### src/sis_pkg.sv
// ----------------------------------------------------------------------------
// sis_pkg: shared types and constants for the stable insertion sorter
// Entry and result layouts, sizes of the insertion row and the input queue.
// ----------------------------------------------------------------------------
`default_nettype none

package sis_pkg;

  // Entries held by the insertion row
  localparam int CAPACITY    = 16;
  localparam int CNT_W       = $clog2(CAPACITY + 1);

  // Entries buffered between the front and the back
  localparam int QUEUE_DEPTH = 4;
  localparam int QPTR_W      = $clog2(QUEUE_DEPTH);
  localparam int QCNT_W      = $clog2(QUEUE_DEPTH + 1);

  // One incoming entry
  typedef struct packed {
    logic signed [31:0] key;
    logic        [15:0] neighbor_id;
    logic        [15:0] edge_id;
    logic               last_in;
  } in_item_t;

  // One sorted result
  typedef struct packed {
    logic signed [31:0] sorted_key;
    logic        [15:0] sorted_neighbor;
    logic        [15:0] sorted_edge;
    logic               last_out;
    logic               overflow;
  } out_item_t;

endpackage

`default_nettype wire

### src/stable_insertion_sorter.sv
// ----------------------------------------------------------------------------
// stable_insertion_sorter: stable ascending sort of runs of keyed entries
// A front queue feeds a systolic insertion row; sorted runs leave through a
// registered result slot.
//
//   Channel   Handshake           Payload
//   entries   push / full         item   (in_item_t)
//   results   pop / empty         result (out_item_t)
//
// The row inserts one entry per cycle while filling: all cells compare in parallel.
// After the entry marked last, the run drains one result per cycle from the
// head of the row; entries pushed meanwhile wait in the 4-deep front queue,
// so the row takes no new entry until all N stored entries of the run have left.
// Entries beyond 16 in a run are dropped and flag overflow on its results.
// Reset (rst, synchronous) empties the queue, the row and the result slot.
// A stalled pop holds the result slot and backs up the drain, then the queue.
// ----------------------------------------------------------------------------
`default_nettype none

module stable_insertion_sorter
  import sis_pkg::*;
(
  input  wire logic     clk,
  input  wire logic     rst,
  input  wire logic     push,
  input  wire in_item_t item,
  output logic          full,
  output logic          empty,
  output out_item_t     result,
  input  wire logic     pop
);

  logic       q_valid;
  in_item_t   q_item;
  logic       q_pop;
  logic       d_valid;
  out_item_t  d_item;
  logic       d_take;
  logic       res_valid;

  sis_in_queue u_queue (
    .clk     (clk),
    .rst     (rst),
    .push    (push),
    .item    (item),
    .full    (full),
    .q_valid (q_valid),
    .q_item  (q_item),
    .q_pop   (q_pop)
  );

  sis_insert_row u_row (
    .clk     (clk),
    .rst     (rst),
    .q_valid (q_valid),
    .q_item  (q_item),
    .q_pop   (q_pop),
    .d_valid (d_valid),
    .d_item  (d_item),
    .d_take  (d_take)
  );

  // Result slot: refills in the cycle its transaction completes
  assign empty  = !res_valid;
  assign d_take = d_valid && (!res_valid || pop);

  always_ff @(posedge clk) begin
    if (d_take) begin
      result <= d_item;
    end
  end

  always_ff @(posedge clk) begin
    if (rst) begin
      res_valid <= 1'b0;
    end else if (d_take) begin
      res_valid <= 1'b1;
    end else if (pop) begin
      res_valid <= 1'b0;
    end
  end

endmodule

`default_nettype wire

### src/sis_in_queue.sv
// ----------------------------------------------------------------------------
// sis_in_queue: front queue of the sorter
// Accepts entries from the push side and holds them until the insertion row
// takes them, so the producer can keep pushing while the row drains a run.
// ----------------------------------------------------------------------------
`default_nettype none

module sis_in_queue
  import sis_pkg::*;
(
  input  wire logic     clk,
  input  wire logic     rst,
  // push side
  input  wire logic     push,
  input  wire in_item_t item,
  output logic          full,
  // toward the insertion row
  output logic          q_valid,
  output in_item_t      q_item,
  input  wire logic     q_pop
);

  in_item_t           slots [QUEUE_DEPTH];
  logic [QPTR_W-1:0]  wr_ptr;
  logic [QPTR_W-1:0]  rd_ptr;
  logic [QCNT_W-1:0]  count;
  logic               push_ok;
  logic               pop_ok;

  assign full    = (count == QCNT_W'(QUEUE_DEPTH));
  assign q_valid = (count != '0);
  assign q_item  = slots[rd_ptr];
  assign push_ok = push && !full;
  assign pop_ok  = q_pop && q_valid;

  // Entry storage, written on each accepted transaction
  always_ff @(posedge clk) begin
    if (push_ok) begin
      slots[wr_ptr] <= item;
    end
  end

  // Pointers and occupancy
  always_ff @(posedge clk) begin
    if (rst) begin
      wr_ptr <= '0;
      rd_ptr <= '0;
      count  <= '0;
    end else begin
      if (push_ok) begin
        wr_ptr <= wr_ptr + QPTR_W'(1);
      end
      if (pop_ok) begin
        rd_ptr <= rd_ptr + QPTR_W'(1);
      end
      unique case ({push_ok, pop_ok})
        2'b10:   count <= count + QCNT_W'(1);
        2'b01:   count <= count - QCNT_W'(1);
        default: count <= count;
      endcase
    end
  end

endmodule

`default_nettype wire

### src/sis_insert_row.sv
// ----------------------------------------------------------------------------
// sis_insert_row: systolic insertion row of the sorter
// Every cell compares its key with the incoming one at once and either holds,
// takes its left neighbor, or takes the new entry. After the last entry the
// row shifts out toward cell 0, one sorted result per cycle while taken.
// ----------------------------------------------------------------------------
`default_nettype none

module sis_insert_row
  import sis_pkg::*;
(
  input  wire logic     clk,
  input  wire logic     rst,
  // from the front queue
  input  wire logic     q_valid,
  input  wire in_item_t q_item,
  output logic          q_pop,
  // toward the output register
  output logic          d_valid,
  output out_item_t     d_item,
  input  wire logic     d_take
);

  typedef enum logic [1:0] {
    ST_FILL  = 2'b01,
    ST_DRAIN = 2'b10
  } state_t;

  state_t                state;
  state_t                state_next;
  logic signed [31:0]    cell_key [CAPACITY];
  logic        [15:0]    cell_nb  [CAPACITY];
  logic        [15:0]    cell_ed  [CAPACITY];
  logic [CNT_W-1:0]      fill;
  logic [CNT_W-1:0]      fill_next;
  logic                  dropped;
  logic                  dropped_next;
  logic [CAPACITY-1:0]   gt;
  logic                  has_room;
  logic                  do_insert;
  logic                  do_shift;

  assign has_room  = (fill < CNT_W'(CAPACITY));
  assign q_pop     = (state == ST_FILL) && q_valid;
  assign do_insert = q_pop && has_room;
  assign d_valid   = (state == ST_DRAIN);
  assign do_shift  = d_valid && d_take;

  // Per-cell compare: stored key strictly greater keeps equal keys in order
  always_comb begin
    for (int i = 0; i < CAPACITY; i++) begin
      gt[i] = (CNT_W'(i) < fill) && (cell_key[i] > q_item.key);
    end
  end

  // Head of the row is the next result
  always_comb begin
    d_item.sorted_key      = cell_key[0];
    d_item.sorted_neighbor = cell_nb[0];
    d_item.sorted_edge     = cell_ed[0];
    d_item.last_out        = (fill == CNT_W'(1));
    d_item.overflow        = dropped;
  end

  // Cell contents: insert in parallel, or shift toward cell 0 while draining
  always_ff @(posedge clk) begin
    for (int i = 0; i < CAPACITY; i++) begin
      if (do_insert) begin
        if (i > 0 && gt[(i > 0) ? i - 1 : 0]) begin
          cell_key[i] <= cell_key[(i > 0) ? i - 1 : 0];
          cell_nb[i]  <= cell_nb[(i > 0) ? i - 1 : 0];
          cell_ed[i]  <= cell_ed[(i > 0) ? i - 1 : 0];
        end else if (gt[i] || CNT_W'(i) == fill) begin
          cell_key[i] <= q_item.key;
          cell_nb[i]  <= q_item.neighbor_id;
          cell_ed[i]  <= q_item.edge_id;
        end
      end else if (do_shift && i < CAPACITY - 1) begin
        cell_key[i] <= cell_key[(i < CAPACITY - 1) ? i + 1 : i];
        cell_nb[i]  <= cell_nb[(i < CAPACITY - 1) ? i + 1 : i];
        cell_ed[i]  <= cell_ed[(i < CAPACITY - 1) ? i + 1 : i];
      end
    end
  end

  // Run control: fill count, drop flag, fill/drain sequencing
  always_comb begin
    state_next   = state;
    fill_next    = fill;
    dropped_next = dropped;
    unique case (state)
      ST_FILL: begin
        if (q_pop) begin
          if (has_room) begin
            fill_next = fill + CNT_W'(1);
          end else begin
            dropped_next = 1'b1;
          end
          if (q_item.last_in) begin
            state_next = ST_DRAIN;
          end
        end
      end
      ST_DRAIN: begin
        if (do_shift) begin
          fill_next = fill - CNT_W'(1);
          if (fill == CNT_W'(1)) begin
            dropped_next = 1'b0;
            state_next   = ST_FILL;
          end
        end
      end
      default: begin
        state_next = ST_FILL;
      end
    endcase
  end

  always_ff @(posedge clk) begin
    if (rst) begin
      state   <= ST_FILL;
      fill    <= '0;
      dropped <= 1'b0;
    end else begin
      state   <= state_next;
      fill    <= fill_next;
      dropped <= dropped_next;
    end
  end

endmodule

`default_nettype wire

### config.mk
export PLATFORM = sky130hd
export DESIGN_NAME = stable_insertion_sorter
export DESIGN_NICKNAME = d
export VERILOG_FILES = /design/src/sis_pkg.sv /design/src/stable_insertion_sorter.sv /design/src/sis_in_queue.sv /design/src/sis_insert_row.sv
export SDC_FILE = /design/constraint.sdc
export NUM_CORES = 2
export LEC_CHECK = 0
export ABC_AREA = 1
export BUFFER_PORTS_ARGS = -buffer_cell sky130_fd_sc_hd__buf_4
export CORE_MARGIN = 5
export CORE_UTILIZATION = 55
export CTS_CLUSTER_DIAMETER = 50
export CTS_CLUSTER_SIZE = 40
export DETAILED_ROUTE_END_ITERATION = 16
export MAX_ROUTING_LAYER = met4
export PLACE_DENSITY = 0.85
export REMOVE_ABC_BUFFERS = 1
export SLEW_MARGIN = 20
export SYNTH_ARGS = -nofsm -noshare
export SYNTH_HDL_FRONTEND = slang
export SYNTH_SLANG_ARGS = --single-unit
### constraint.sdc
create_clock -name clk -period 8.6 [get_ports clk]
set_input_delay 1.29 -clock clk [delete_from_list [all_inputs] [get_ports clk]]
set_output_delay 1.29 -clock clk [all_outputs]
set_load 0.02 [all_outputs]
## After elaboration in Yosys (flattened, before gate mapping)

Memory sizes are Yosys's and may differ from the RTL's. A register that Yosys moved wholly into a read port is not among the register bits.
Cells that the tools add are included.

| storage, ports and cells | value |
|---|---|
| bits of input ports | 69 |
| output and inout port bits | 68 |
| bits in registers | 82 |
| memories | 4 |
| memory bits (writable) | 1,284 |

Memories:

| memory | depth | width | read ports | clocked after memory_dff | write ports | RTL line | RTL |
|---|---|---|---|---|---|---|---|
| u_row.cell_key | 16 | 32 | 16 | 0 | 16 | sis_insert_row.sv:31 | `logic signed [31:0] cell_key [CAPACITY];` |
| u_queue.slots | 4 | 65 | 1 | 1 | 1 | sis_in_queue.sv:23 | `in_item_t slots [QUEUE_DEPTH];` |
| u_row.cell_ed | 16 | 16 | 16 | 0 | 16 | sis_insert_row.sv:33 | `logic [15:0] cell_ed [CAPACITY];` |
| u_row.cell_nb | 16 | 16 | 16 | 0 | 16 | sis_insert_row.sv:32 | `logic [15:0] cell_nb [CAPACITY];` |

| operators by class | value |
|---|---|
| muxes and demuxes | 222 |
| bitwise gates (word level) | 90 |
| eq/ne operators | 27 |
| reduce and logical (&&, ||, !) cells | 49 |
| $add $sub $neg | 6 |
| magnitude comparators | 33 |

Operators with widths:

| operator | number |
|---|---|
| $mux 16 | 60 |
| $mux 32 | 30 |
| $gt 32x32->1 | 16 |
| $mux 1 | 119 |
| $or 1x1->1 | 90 |
| $eq 4x5->1 const A | 8 |
| $lt 4x5->1 const A | 8 |
| $logic_and 1x1->1 | 22 |
| $eq 3x5->1 const A | 4 |
| $lt 3x5->1 const A | 4 |
| $logic_or 1x1->1 | 17 |
| $mux 5 | 3 |
| $mux 2 | 6 |
| $eq 2x5->1 const A | 2 |
| $lt 1x5->1 const A | 2 |
| $lt 2x5->1 const A | 2 |
| $pmux 5 s2 | 1 |
| $reduce_and 4->1 | 2 |
| $ne 2x1->1 const B | 3 |
| $ne 2x2->1 const B | 3 |
| $pmux 3 s2 | 1 |
| $reduce_bool 2->1 | 3 |
| $add 5x1->5 const B | 1 |
| $eq 1x5->1 const A | 1 |
| other kinds (15) | 19 |

## Logic depth before layout (Yosys ltp)

| depth | value |
|---|---|
| depth in word-level cells | 9 |
| gate-level depth with buffers | 29 |
| depth with buffers taken out | 23 |

## Hierarchy

A second synthesis with hierarchy kept.

| unflattened totals | value |
|---|---|
| cell total of the unflattened synthesis | 9,836 |
| area total of the unflattened synthesis | 82,745.6 um^2 |

By module, submodules not included:

| module | cells an instance | sequential area each (um^2) | times used | area each (um^2) |
|---|---|---|---|---|
| sis_insert_row | 9,065 | 30,909.6 | 1 | 70,282.4 |
| sis_in_queue | 698 | 7,987.7 | 1 | 10,432.5 |
| stable_insertion_sorter | 73 | 2,001.9 | 1 | 2,030.7 |

## Least setup slack after synthesis

OpenSTA, ideal clock, no wires.

| timing path | value |
|---|---|
| path type | input port to flip-flop |
| start | in pop |
| end | mem u_row.cell_ed[10][0] (netlist: u_row.cell_ed[1][32]), enable pin |
| setup time | 0.524 ns |
| path slack | -0.053 ns |
| buffers on the path | 1 |
| stages | 7 |
| data arrival time | 8.129 ns |
| data required time | 8.076 ns |
| cell sequence | nor2_1 nor2_1 inv_1 nand2_1 inv_1 clkbuf_1 a31oi_1 |

RTL lines:

| what | RTL line | RTL |
|---|---|---|
| start, declared | stable_insertion_sorter.sv:30 | `input wire logic pop` |
| end, declared | sis_insert_row.sv:33 |  |

==> metrics.txt <==
DR WL/cell=23.3 um; final net count=10100; Min Hold Slack=0.462 ns; clock period minus final worst setup slack=6.95 ns; Startpoint Class=flip-flop; initial antenna violation count=5; Die Height=393 um; clk_skew=0.0503 ns; Resized Gates After CTS=0; Lkg Pwr=40.5 nW; synthesized flop and latch total=1368; Design Area, Final=88500 um^2; maxcap violations=0; PortBufs=136; number of buffers created by CTS=145; Mapped Cells=9723; Cell Rows=140; Die Area=155000 um^2; WP data required=9.02 ns; HP Class=reg2reg; total track usage=0.346; final cell utilization of the core=0.607; Initial DRC Count=11500; First-pass DRT Iterations=7; Post CTS Setup Buffer Count=0; register area share after synthesis=0.506; Setup violations, final=0; dpl cell area=83300 um^2; CTS root buf=clkbuf_16; CTS clk-pin slew, worst paths=0.08 ns; clk buf depth=3; Post-Syn Area per Cell=8.32 um^2; most frequent cells in the layout=nand2_1, nand3_1, edfxtp_1, inv_1, ha_1; hold depth=0; R2R Setup Slk=1.65 ns; Die Width=393 um; Antenna Violating Nets Remaining=0; Setup TNS=0 ns; Vias/cell=6.25; synth warn=0; status=completed; Detailed Place HPWL=169000 um; GRT overflow=0; Post-Syn Area=80900 um^2; first-pass GRT wire length=408000 um; Max Freq=144 MHz; Top FF cell, synth=edfxtp_1; Crit. End Element=flip-flop; layout cells sized above 1=0.0652; core footprint=146000 um^2; pwr/cell area=470 nW/um^2; Tightest Pin Transition=1.24 ns; crit share post-route=0.808; arrival time at the worst endpoint=7.37 ns; clock sinks=1368; clk_lat worst skew=0.83 ns; Final Max Tran Viols=0; Fin. Hold Viols=0; commonest non-fill, non-tap cell in the layout=nand2_1; IO Pins=137; Layout fillers=12000; vias in the first global route=69200; Crit Path Category=reg2reg; Routed WL=270000 um; worst vdd ir=0.000621 V; RSZ-0062 raised after global routing=false; largest net degree at the start of global routing=218; share of synthesized registers carrying an async set or reset=0; CP Max Fanout=92; synth unique cells=40; worst relative slew slack=0.174; Area Overhead vs Synth=9.43%; CTS tree=done; initial core utilization=0.554; EDFF count, synth=1350; Via Count=72400; hold_buf cts=0; DRC Markers=0; routability congestion estimate=1.01; Reg2Reg Depth=18; CTS H-Tree Depth=4
==> worst max-delay path, cell delays in order, from the launching register on <==
cell	delay [ns]
dfxtp_4	0.41
inv_4	0.73
nand2_1	0.13
a32oi_1	0.33
inv_1	0.55
ha_1	0.53
a21oi_1	0.13
o21ai_0	0.10
a21oi_1	0.83
nand2_1	0.18
nand2_1	0.13
nand2_1	0.06
nand2_1	0.06
nand2_1	0.08
a21oi_4	0.14
buf_4	0.36
nand2_4	0.32
nand2_4	0.64
buf_4	0.71
==> power breakdown <==
part	leakage [nW]	switching, mW	total (mW)	internal [mW]
Clock	2.48	3.13	6.80	3.67
Combinational	25.3	15.3	20.8	5.57
Sequential	12.7	1.94	13.9	12.0
Total	40.5	20.3	41.6	21.2
==> synth_stat cells, types with 20 or more instances <==
cell type	n	area, um^2
nand2_1	3462	13000
nand3_1	1782	8920
edfxtp_1	1350	40500
inv_1	1027	3850
ha_1	492	6160
a21oi_1	328	1640
buf_2	285	1430
clkbuf_1	275	1030
o21ai_0	242	1210
nor2_1	126	473
a32oi_1	64	561
buf_1	37	139
nand4_1	37	231
o21a_1	31	233
nor3_1	28	140
o21ai_1	23	115
a31oi_1	20	125
==> routing by layer <==
metal  up-vias  global-route usage  part of all wire
met4         0               0.176             0.058
met2      5684               0.508              0.43
li1      32100                   -                 -
met3      1013              0.0930              0.14
met5         -                   -                 0
met1     33600               0.444              0.36
==> through the flow <==
| step | setup WS, ns | cells | power, mW |
|---|---|---|---|
| floorplan | -54.08 | 9109 | 26.4 |
| global placement | 1.85 | 11300 | 33.0 |
| detailed placement | 2.01 | 11300 | 33.9 |
| CTS | 1.97 | 11600 | 40.7 |
| global route | 1.43 | 11600 | 43.8 |
| finish | 1.65 | 11600 | 41.6 |
==> registers in the layout (all words and copies together), names as in the netlist, 3 cells and up, named ones only <==
signal          cells
u_row.cell_key    512
u_queue.slots     260
u_row.cell_ed     256
u_row.cell_nb     256
result             66
u_row.fill          5
u_queue.count       3
==> cell type report <==
cell class	count	area, um^2	share of cell area
clock buffers	155	3750	0.0424
clock inverters	114	1400	0.0158
well taps	1917	2400	0.0271
repair buffers	288	2360	0.0266
multi-input cells	6704	33800	0.382
inverters	1037	3910	0.0441
diodes	4	10.0	0.000113
flip-flops and latches	1368	40900	0.462
==> path summary, 6_finish.rpt <==
check | start | endpoint
worst min-delay path | u_row.dropped | result[0]
worst min register to register | u_row.dropped | result[0]
worst max register to register | flip-flop | u_row.cell_key[1][3]
worst max-delay path | flip-flop | u_row.cell_key[1][3]
==> kinds of logic after synthesis <==
group | Yosys count | share of synthesized area
and+or+nand+nor | 5476 | 0.286
AOI/OAI and AO/OA | 733 | 0.0504
adders and majority gates | 493 | 0.0764
xor gates and xnor gates | 2 | 0.000217
buffers and inverters | 1651 | 0.0818
DFF | 1368 | 0.506
No activity file was read; power rests on OpenSTA's default activity.
